$ cat config.mk
export PLATFORM = sky130hd
export DESIGN_NAME = mllt_ctrl
export DESIGN_NICKNAME = d
export VERILOG_FILES = /design/src/rtl/mllt_pkg.sv /design/src/rtl/mllt_ctrl.sv
export VERILOG_INCLUDE_DIRS = /design/src /design/src/rtl
export SDC_FILE = /design/constraint.sdc
export NUM_CORES = 1
export LEC_CHECK = 0
export BUFFER_PORTS_ARGS = -buffer_cell sky130_fd_sc_hd__buf_2
export CAP_MARGIN = 20
export CORE_MARGIN = 5
export CORE_UTILIZATION = 50
export DETAILED_ROUTE_END_ITERATION = 16
export PLACE_DENSITY_LB_ADDON = 0.08
export SLEW_MARGIN = 0
export SYNTH_ARGS = -nofsm -noshare
export SYNTH_HDL_FRONTEND = slang
export SYNTH_SLANG_ARGS = --single-unit
$ cat constraint.sdc
create_clock -name i_clk -period 6.2 [get_ports i_clk]
set_input_delay 1.24 -clock i_clk [delete_from_list [all_inputs] [get_ports i_clk]]
set_output_delay 1.24 -clock i_clk [all_outputs]
set_load 0.01 [all_outputs]
$ cat src/rtl/mersenne_lucas_lehmer_test_macros.svh
// ----------------------------------------------------------------------------
// mersenne_lucas_lehmer_test_macros
// assertion macros used by the lucas-lehmer test sequencer rtl
// ----------------------------------------------------------------------------
`ifndef MERSENNE_LUCAS_LEHMER_TEST_MACROS_SVH
`define MERSENNE_LUCAS_LEHMER_TEST_MACROS_SVH
`ifndef SYNTH
`define LLT_ASSERT_IMP(lbl, clk, rstn, ante, cons) \
    lbl: assert property (@(posedge clk) disable iff (!rstn) (ante) |-> (cons)) \
        else $error("assertion failed");
`define LLT_ASSERT_NXT(lbl, clk, rstn, ante, cons) \
    lbl: assert property (@(posedge clk) disable iff (!rstn) (ante) |=> (cons)) \
        else $error("assertion failed");
`else
`define LLT_ASSERT_IMP(lbl, clk, rstn, ante, cons)
`define LLT_ASSERT_NXT(lbl, clk, rstn, ante, cons)
`endif
`endif

$ cat src/rtl/mllt_pkg.sv
// ----------------------------------------------------------------------------
// mllt_pkg
// shared constants and types for the lucas-lehmer test block
// ----------------------------------------------------------------------------
package mllt_pkg;

    localparam int MAX_LIMBS = 16;
    localparam int LIMB_W    = 64;
    localparam int HALF_W    = LIMB_W / 2;
    localparam int PROD_W    = 2 * LIMB_W;
    localparam int ACC_W     = PROD_W + 8;
    localparam int LIMB_AW   = $clog2(MAX_LIMBS);
    localparam int SQ_DEPTH  = 2 * MAX_LIMBS;
    localparam int SQ_AW     = $clog2(SQ_DEPTH);
    localparam int CNT_W     = LIMB_AW + 1;
    localparam int EXP_W     = 11;
    localparam int SH_W      = $clog2(LIMB_W);
    localparam int DRAIN_CYC = 4;

    localparam logic [EXP_W-1:0]  EXP_MAX   = EXP_W'(LIMB_W * MAX_LIMBS);
    localparam logic [EXP_W-1:0]  EXP_TWO   = EXP_W'(2);
    localparam logic [EXP_W:0]    EXP_RND   = (EXP_W+1)'(LIMB_W - 1);
    localparam logic [LIMB_W-1:0] SEED      = LIMB_W'(4);

    typedef enum logic [3:0] {
        ST_IDLE,
        ST_INIT,
        ST_MUL,
        ST_DRAIN,
        ST_FOLD_PRE,
        ST_FOLD,
        ST_SUB,
        ST_FIX,
        ST_CHECK,
        ST_DONE
    } t_state;

    typedef enum logic [2:0] {
        OP_NONE,
        OP_INIT,
        OP_MUL,
        OP_FOLD_PRE,
        OP_FOLD,
        OP_SUB,
        OP_FIX,
        OP_CHECK
    } t_dp_op;

    typedef struct packed {
        t_dp_op               op;
        logic [LIMB_AW-1:0]   idx_a;
        logic [LIMB_AW-1:0]   idx_b;
        logic [SQ_AW:0]       sq_idx;
        logic [SQ_AW-1:0]     col;
        logic                 first;
        logic                 last;
        logic                 clear;
        logic                 zero;
        logic [CNT_W-1:0]     n;
        logic [SH_W-1:0]      rsh;
    } t_dp_cmd;

    typedef struct packed {
        logic is_zero;
    } t_dp_stat;

endpackage

$ cat src/rtl/mllt_ctrl.sv
// ----------------------------------------------------------------------------
// mllt_ctrl
// sequencer: column-wise squaring, fold, minus two and final zero check
// ----------------------------------------------------------------------------
`include "mersenne_lucas_lehmer_test_macros.svh"

module mllt_ctrl (
    input  logic                         i_clk,
    input  logic                         i_rst_n,
    input  logic                         start,
    output logic                         busy,
    input  logic [mllt_pkg::EXP_W-1:0]   i_exponent,
    input  mllt_pkg::t_dp_stat           i_stat,
    output mllt_pkg::t_dp_cmd            o_cmd,
    output logic                         o_done,
    output logic                         o_prime,
    output logic                         o_too_large
);

    mllt_pkg::t_state                   r_state, n_state;
    logic [mllt_pkg::CNT_W-1:0]         r_n, n_n;
    logic [mllt_pkg::CNT_W-1:0]         r_w, n_w;
    logic [mllt_pkg::SH_W-1:0]          r_rsh, n_rsh;
    logic [mllt_pkg::EXP_W-1:0]         r_left, n_left;
    logic [mllt_pkg::CNT_W-1:0]         r_cnt, n_cnt;
    logic [mllt_pkg::SQ_AW-1:0]         r_col, n_col;
    logic [mllt_pkg::CNT_W-1:0]         r_i, n_i;
    logic                               r_special, n_special;
    logic                               r_spec_prime, n_spec_prime;
    logic                               r_too_large, n_too_large;

    logic [mllt_pkg::SQ_AW:0]           col_x, col1_x, n_x, two_n;
    logic [mllt_pkg::CNT_W-1:0]         i_lo, i_hi, i_lo_nx;
    logic [mllt_pkg::SQ_AW:0]           j_full;
    logic                               dummy, mul_last, pass_end;
    logic [mllt_pkg::EXP_W:0]           exp_up;

    always_comb begin
        col_x    = {1'b0, r_col};
        col1_x   = col_x + (mllt_pkg::SQ_AW+1)'(1);
        n_x      = (mllt_pkg::SQ_AW+1)'(r_n);
        two_n    = {r_n, 1'b0};
        i_lo     = (col_x < n_x) ? '0 :
                   mllt_pkg::CNT_W'(col1_x - n_x);
        i_hi     = (col_x < n_x) ? mllt_pkg::CNT_W'(r_col) :
                   r_n - mllt_pkg::CNT_W'(1);
        i_lo_nx  = (col1_x < n_x) ? '0 :
                   mllt_pkg::CNT_W'(col1_x + (mllt_pkg::SQ_AW+1)'(1) - n_x);
        j_full   = col_x - (mllt_pkg::SQ_AW+1)'(r_i);
        dummy    = (col1_x == two_n);
        mul_last = dummy || (r_i == i_hi);
        pass_end = (r_cnt == r_n);
        exp_up   = {1'b0, i_exponent} + mllt_pkg::EXP_RND;
    end

    // next state
    always_comb begin
        n_state      = r_state;
        n_n          = r_n;
        n_w          = r_w;
        n_rsh        = r_rsh;
        n_left       = r_left;
        n_cnt        = r_cnt;
        n_col        = r_col;
        n_i          = r_i;
        n_special    = r_special;
        n_spec_prime = r_spec_prime;
        n_too_large  = r_too_large;
        case (r_state)
            mllt_pkg::ST_IDLE: begin
                if (start) begin
                    n_too_large  = 1'b0;
                    n_special    = 1'b1;
                    n_spec_prime = 1'b0;
                    if (i_exponent > mllt_pkg::EXP_MAX) begin
                        n_too_large = 1'b1;
                        n_state     = mllt_pkg::ST_DONE;
                    end else if (i_exponent < mllt_pkg::EXP_TWO) begin
                        n_state = mllt_pkg::ST_DONE;
                    end else if (i_exponent == mllt_pkg::EXP_TWO) begin
                        n_spec_prime = 1'b1;
                        n_state      = mllt_pkg::ST_DONE;
                    end else begin
                        n_special = 1'b0;
                        n_n       = mllt_pkg::CNT_W'(exp_up >> mllt_pkg::SH_W);
                        n_w       = mllt_pkg::CNT_W'(i_exponent >> mllt_pkg::SH_W);
                        n_rsh     = i_exponent[mllt_pkg::SH_W-1:0];
                        n_left    = i_exponent - mllt_pkg::EXP_TWO;
                        n_cnt     = '0;
                        n_state   = mllt_pkg::ST_INIT;
                    end
                end
            end
            mllt_pkg::ST_INIT: begin
                if (pass_end) begin
                    n_cnt   = '0;
                    n_col   = '0;
                    n_i     = '0;
                    n_state = mllt_pkg::ST_MUL;
                end else begin
                    n_cnt = r_cnt + mllt_pkg::CNT_W'(1);
                end
            end
            mllt_pkg::ST_MUL: begin
                if (dummy) begin
                    n_cnt   = '0;
                    n_state = mllt_pkg::ST_DRAIN;
                end else if (mul_last) begin
                    n_col = r_col + mllt_pkg::SQ_AW'(1);
                    n_i   = i_lo_nx;
                end else begin
                    n_i = r_i + mllt_pkg::CNT_W'(1);
                end
            end
            mllt_pkg::ST_DRAIN: begin
                if (r_cnt == mllt_pkg::CNT_W'(mllt_pkg::DRAIN_CYC - 1)) begin
                    n_state = mllt_pkg::ST_FOLD_PRE;
                end else begin
                    n_cnt = r_cnt + mllt_pkg::CNT_W'(1);
                end
            end
            mllt_pkg::ST_FOLD_PRE: begin
                n_cnt   = '0;
                n_state = mllt_pkg::ST_FOLD;
            end
            mllt_pkg::ST_FOLD: begin
                if (pass_end) begin
                    n_cnt   = '0;
                    n_state = mllt_pkg::ST_SUB;
                end else begin
                    n_cnt = r_cnt + mllt_pkg::CNT_W'(1);
                end
            end
            mllt_pkg::ST_SUB: begin
                if (pass_end) begin
                    n_cnt   = '0;
                    n_state = mllt_pkg::ST_FIX;
                end else begin
                    n_cnt = r_cnt + mllt_pkg::CNT_W'(1);
                end
            end
            mllt_pkg::ST_FIX: begin
                if (pass_end) begin
                    n_cnt = '0;
                    if (r_left == mllt_pkg::EXP_W'(1)) begin
                        n_state = mllt_pkg::ST_CHECK;
                    end else begin
                        n_left  = r_left - mllt_pkg::EXP_W'(1);
                        n_col   = '0;
                        n_i     = '0;
                        n_state = mllt_pkg::ST_MUL;
                    end
                end else begin
                    n_cnt = r_cnt + mllt_pkg::CNT_W'(1);
                end
            end
            mllt_pkg::ST_CHECK: begin
                if (pass_end) begin
                    n_cnt   = '0;
                    n_state = mllt_pkg::ST_DONE;
                end else begin
                    n_cnt = r_cnt + mllt_pkg::CNT_W'(1);
                end
            end
            mllt_pkg::ST_DONE: begin
                n_state = mllt_pkg::ST_IDLE;
            end
            default: begin
                n_state = mllt_pkg::ST_IDLE;
            end
        endcase
    end

    // outputs and datapath commands
    always_comb begin
        o_cmd        = '0;
        o_cmd.op     = mllt_pkg::OP_NONE;
        o_cmd.idx_a  = r_cnt[mllt_pkg::LIMB_AW-1:0];
        o_cmd.col    = r_col;
        o_cmd.first  = (r_cnt == '0);
        o_cmd.last   = (r_cnt == r_n - mllt_pkg::CNT_W'(1));
        o_cmd.n      = r_n;
        o_cmd.rsh    = r_rsh;
        case (r_state)
            mllt_pkg::ST_INIT: begin
                if (!pass_end) o_cmd.op = mllt_pkg::OP_INIT;
            end
            mllt_pkg::ST_MUL: begin
                o_cmd.op    = mllt_pkg::OP_MUL;
                o_cmd.idx_a = r_i[mllt_pkg::LIMB_AW-1:0];
                o_cmd.idx_b = j_full[mllt_pkg::LIMB_AW-1:0];
                o_cmd.first = (r_i == i_lo);
                o_cmd.last  = mul_last;
                o_cmd.clear = (r_col == '0);
                o_cmd.zero  = dummy;
            end
            mllt_pkg::ST_FOLD_PRE: begin
                o_cmd.op     = mllt_pkg::OP_FOLD_PRE;
                o_cmd.sq_idx = (mllt_pkg::SQ_AW+1)'(r_w);
            end
            mllt_pkg::ST_FOLD: begin
                if (!pass_end) o_cmd.op = mllt_pkg::OP_FOLD;
                o_cmd.sq_idx = (mllt_pkg::SQ_AW+1)'(r_w) + (mllt_pkg::SQ_AW+1)'(r_cnt)
                               + (mllt_pkg::SQ_AW+1)'(1);
            end
            mllt_pkg::ST_SUB: begin
                if (!pass_end) o_cmd.op = mllt_pkg::OP_SUB;
            end
            mllt_pkg::ST_FIX: begin
                if (!pass_end) o_cmd.op = mllt_pkg::OP_FIX;
            end
            mllt_pkg::ST_CHECK: begin
                if (!pass_end) o_cmd.op = mllt_pkg::OP_CHECK;
            end
            default: begin
                o_cmd.op = mllt_pkg::OP_NONE;
            end
        endcase
        busy        = (r_state != mllt_pkg::ST_IDLE);
        o_done      = (r_state == mllt_pkg::ST_DONE);
        o_prime     = o_done && (r_special ? r_spec_prime : i_stat.is_zero);
        o_too_large = o_done && r_too_large;
    end

    always_ff @(posedge i_clk) begin
        if (!i_rst_n) begin
            r_state      <= mllt_pkg::ST_IDLE;
            r_left       <= '0;
            r_cnt        <= '0;
            r_col        <= '0;
            r_i          <= '0;
            r_special    <= 1'b0;
            r_spec_prime <= 1'b0;
            r_too_large  <= 1'b0;
        end else begin
            r_state      <= n_state;
            r_left       <= n_left;
            r_cnt        <= n_cnt;
            r_col        <= n_col;
            r_i          <= n_i;
            r_special    <= n_special;
            r_spec_prime <= n_spec_prime;
            r_too_large  <= n_too_large;
        end
    end

    always_ff @(posedge i_clk) begin
        r_n   <= n_n;
        r_w   <= n_w;
        r_rsh <= n_rsh;
    end

    `LLT_ASSERT_NXT(a_accept_busy, i_clk, i_rst_n, start && !busy, busy)
    `LLT_ASSERT_NXT(a_done_idle, i_clk, i_rst_n, o_done, !busy)
    `LLT_ASSERT_IMP(a_dummy_last, i_clk, i_rst_n, o_cmd.zero, o_cmd.last && (o_cmd.op == mllt_pkg::OP_MUL))
    `LLT_ASSERT_IMP(a_large_special, i_clk, i_rst_n, o_too_large, r_special && !o_prime)

endmodule

* Word level (Yosys, flattened, before mapping)
Index checks and enable logic that the tools add are counted.
Widths: inputs -> output; s select.
** Operators by class
- Add/subtract/negate cells :: 14
- $lt $le $gt $ge :: 4
- Equal/unequal tests :: 32
- Multiplexer cells :: 56
- Bitwise gates (word level) :: 3
- Reductions and logical operators :: 18
** Operators by type and width (number)
- $mux 5 :: 17
- $mux 11 :: 6
- $mux 4 :: 13
- $pmux 4 s9 :: 1
- $ne 2x2->1 const B :: 15
- $pmux 5 s3 :: 2
- $pmux 5 s5 :: 1
- $pmux 11 s2 :: 1
- $pmux 3 s7 :: 1
- $add 5x1->5 const B :: 4
- $eq 5x5->1 :: 4
- $eq 4x3->1 const B :: 4
- $reduce_and 7->1 :: 2
- $mux 3 :: 4
- $pmux 6 s2 :: 1
- $add 11x6->11 const B :: 1
- $eq 11x1->1 const B :: 1
- $eq 11x2->1 const B :: 1
- $gt 11x11->1 const B :: 1
- $lt 11x2->1 const B :: 1
- $sub 11x1->11 const B :: 1
- $sub 11x2->11 const B :: 1
- $logic_not 5->1 :: 2
- $reduce_and 5->1 :: 2
- 27 further kinds :: 40
** Word-level totals
- Flip-flop bits (word level) :: 49
- Input bits :: 15
- Output and inout bits :: 41
- Logic and storage cells :: 138

* Logic depth before layout (Yosys ltp)
- Depth after elaboration :: 7
- Mapped depth :: 13
- Depth with buffers taken out :: 13

* Worst setup path before layout
No wires, ideal clock.
- Path kind :: reg2out
- Start point :: register r_n[3] (netlist bit)
- End point :: output port o_cmd[13] (netlist bit)
- Data arrival time :: 2678 ps
- Required time :: 4960 ps
- Setup slack :: 2282 ps
- Cell stages (with the launch flop) :: 11
- Buffers on the path :: 1
- Cell sequence :: edfxtp_1 -> inv_1 -> ha_1 -> o21ai_1 -> a2111oi_0 -> a211oi_2 -> xnor2_1 -> nor4b_4 -> buf_4 -> a21oi_1 -> o22ai_1
** RTL lines
- start: declaration :: RTL line mllt_ctrl.sv:21 : logic [mllt_pkg::CNT_W-1:0] r_n, n_n;
- start signal: assignment :: RTL line mllt_ctrl.sv:248 : r_n <= n_n;
- end: declaration :: RTL line mllt_ctrl.sv:14 : output mllt_pkg::t_dp_cmd o_cmd,

==> flow_metrics.env <==
export IMPL_rsz0062_at_grt="false"
export IMPL_endpoint_kind="output port"
export IMPL_area_delta_synth_final_pct=8.073
export IMPL_async_flop_share_pct=0
export IMPL_wirelength_um=13350
export IMPL_gp_congestion=0.9342
export IMPL_dieArea_mm2=0.01160
export IMPL_leakagePower_nw=2.075
export IMPL_ys_ff_latch=49
export IMPL_final_nets=674
export IMPL_tightest_slew_ns=1.110
export IMPL_multi_input_area_mm2=0.003312
export IMPL_status="finished, final reports clean"
export IMPL_grt_max_degree=28
export IMPL_routedWlPerCell_um=17.80
export IMPL_synth_edff_count=16
export IMPL_cts_root_buffer="clkbuf_8"
export IMPL_grtUsageMet3_pct=3.299
export IMPL_syn_inst=590
export IMPL_num_rows=35
export IMPL_drc_errors=0
export IMPL_met1_usage_pct=28.26
export IMPL_yosysTopAreaCell="dfxtp_1"
export IMPL_critical_path_class="reg2out"
export IMPL_htreeDepth=2
export IMPL_slew_violations=0
export IMPL_power_density_mw_per_mm2=307.3
export IMPL_fin_util_pct=55.57
export IMPL_clock_sinks=49
export IMPL_diodes=0
export IMPL_fin_tns_setup_ns=0
export IMPL_grt_overflow=0
export IMPL_arrival_ns=3.78
export IMPL_synthTopCellsByArea="dfxtp_1, edfxtp_1, ha_1"
export IMPL_grt_pass1_vias=4282
export IMPL_cts_resized=0
export IMPL_grt_busiest_layer="met2"
export IMPL_fmax_mhz=199.3
export IMPL_ctsHoldBuffers=0
export IMPL_cts_tree="done"
export IMPL_track_usage_pct=23.42
export IMPL_core_area_mm2=0.009284
export IMPL_insertion_delay_ns=0.31
export IMPL_chipWidth_um=107.7
export IMPL_syn_nets=644
export IMPL_post_cts_buffers=0
export IMPL_cts_buffers=5
export IMPL_synth_top_area_share_pct=13.84
export IMPL_dp_hpwl_um=10360
export IMPL_peakVddDrop_v=0.0001560
export IMPL_ys_types=79
export IMPL_vias=4465
export IMPL_p_total_mw=1.585
export IMPL_fillCellCount=910
export IMPL_synth_warnings=0
export IMPL_fin_skew_ns=0.01211
export IMPL_fin_crit_sh_pct=80.92
export IMPL_drt_initial_drc_count=214
export IMPL_start_util_pct=51.42
export IMPL_fin_ws_ns=1.183
export IMPL_io_pins=56
export IMPL_hold_class="reg2reg"
export IMPL_relSlewSlack_pct=25.72
export IMPL_yosysSeqAreaShare_pct=23.91
export IMPL_path_clk_slew_ns=0.10
export IMPL_drive_gt1_share_pct=14.17
export IMPL_syn_area_mm2=0.004773
export IMPL_maxCapViolCount=0
export IMPL_io_buffers=55
export IMPL_final_seq_area_mm2=0.001141
export IMPL_grt_pass1_wl_um=21770
export IMPL_ant_nets=0
export IMPL_antenna_found_initial=0
export IMPL_cp_max_fo=16
export IMPL_pre_cts_slack_ns=1.592
export IMPL_hold_violations=0
export IMPL_start_kind="flop"
export IMPL_dr_pass1_iters=5
export IMPL_die_h_um=107.7
export IMPL_cts_buffer_depth=2
export IMPL_setup_viol=0
export IMPL_synth_flop_cell="dfxtp_1"
export IMPL_use_met2_pct=42.18
export IMPL_post_route_min_period_ns=5.017
export IMPL_postSynthAreaPerCell_um2=8.090
export IMPL_cp_data_required_time_ns=4.96
export IMPL_viasPerCell=5.953
[cells in the mapped netlist (4+ instances only)]
cell type  count
xnor2_1       27
inv_1         33
edfxtp_1      16
o21ai_0       23
or3_1          9
clkbuf_1      16
nor2_1        54
nor3_2         5
nor4_1         4
o21ai_1        5
fa_1           5
o22ai_1        4
nand2b_1      11
xor2_1        17
nor3_1        18
o211ai_1      11
and3_1        10
a21o_1         4
nand4_1        5
nand2_1       48
buf_4          8
and2_1         9
ha_1          34
nor2b_1        6
a21oi_1       42
dfxtp_1       33
a31oi_1        7
nand3_1       22
buf_2         10
mux2i_1        6
a211oi_1      11
[layout make-up]
type | count | share of cell area, %
clock buffer | 6 | 1.407
clock inverter | 2 | 0.6549
inverter | 36 | 2.619
multi-input combinational | 469 | 64.20
sequential | 49 | 22.12
tap | 129 | 3.129
timing repair buffer | 59 | 5.870
[worst paths after layout]
kind	startpoint	end	slack, ns	depth (start not counted)
worst max register to register	r_n[3]$_DFFE_PP_	r_i[4]$_SDFFE_PN0P_	2.78	9
worst min-delay path	r_left[1]$_SDFFE_PN0P_	r_left[1]$_SDFFE_PN0P_	0.47	2
worst min register to register	r_left[1]$_SDFFE_PN0P_	r_left[1]$_SDFFE_PN0P_	0.47	2
worst max-delay path	r_n[3]$_DFFE_PP_	o_cmd[13]	1.18	10
[metrics by stage]
stage               instances  area (µm²)  hold WS, ns
floorplan                 590        4773       0.4450
global placement          741        5047       0.4586
detailed placement        741        5047       0.4613
CTS                       749        5154       0.4749
global route              750        5159       0.5001
finish                    750        5159       0.4722
[routing by layer]
metal,up-vias,wire length (µm)
li1,2211,-
met1,2124,5688
met2,105,6805
met3,25,489
met4,0,369
met5,-,0
[worst max-delay path, stage by stage (launching register included)]
cell and delay [ns]:
edfxtp_1 0.55, inv_1 0.16, ha_1 0.31, o21ai_1 0.11, a2111oi_0 0.63, a211oi_2 0.10, xnor2_1 0.19, nor4b_4 0.73
a21oi_1 0.23, o22ai_1 0.28, buf_2 0.18
[where the power goes]
group	leakage, nW	total, mW	internal (mW)	switching (mW)
clock	0.0528	0.232	0.119	0.113
sequential	0.416	0.467	0.385	0.0821
combinational	1.61	0.886	0.341	0.545
total	2.08	1.59	0.846	0.739
[cells in the final DEF (no fill, tap or decap), types with 6 or more instances in the layout]
cell | synthesis | layout
buf_2 | 10 | 56
nor2_1 | 54 | 54
nand2_1 | 48 | 48
a21oi_1 | 42 | 42
ha_1 | 34 | 34
inv_1 | 33 | 33
dfxtp_1 | 33 | 33
xnor2_1 | 27 | 27
o21ai_0 | 23 | 23
nand3_1 | 22 | 22
nor3_1 | 18 | 18
xor2_1 | 17 | 17
edfxtp_1 | 16 | 16
a211oi_1 | 11 | 11
nand2b_1 | 11 | 11
o211ai_1 | 11 | 11
and3_1 | 10 | 10
or3_1 | 9 | 9
and2_1 | 9 | 9
a31oi_1 | 7 | 7
mux2i_1 | 6 | 6
nor2b_1 | 6 | 6
[kinds of logic (layout without fill, tap and decap cells)]
| group | after synthesis | in the layout | share of synthesized area, % |
|---|---|---|---|
| adder cells (fa/ha/maj) | 39 | 39 | 11.01 |
| AND/OR/NAND/NOR | 220 | 220 | 24.67 |
| multiplexers | 6 | 6 | 1.258 |
| flip-flops | 49 | 49 | 23.91 |
| XOR/XNOR | 46 | 46 | 9.017 |
| AO/OA/AOI/OAI | 158 | 158 | 23.43 |
| buffers and inverters | 72 | 103 | 6.710 |
[flip-flops by register name, indices dropped and copies added (netlist names)]
name,count
r_rsh,6
r_i,5
r_left,11
r_spec_prime,1
r_col,5
r_n,5
r_state,4
r_w,5
r_too_large,1
r_cnt,5
r_special,1
Power figures use the tool's default switching activity.
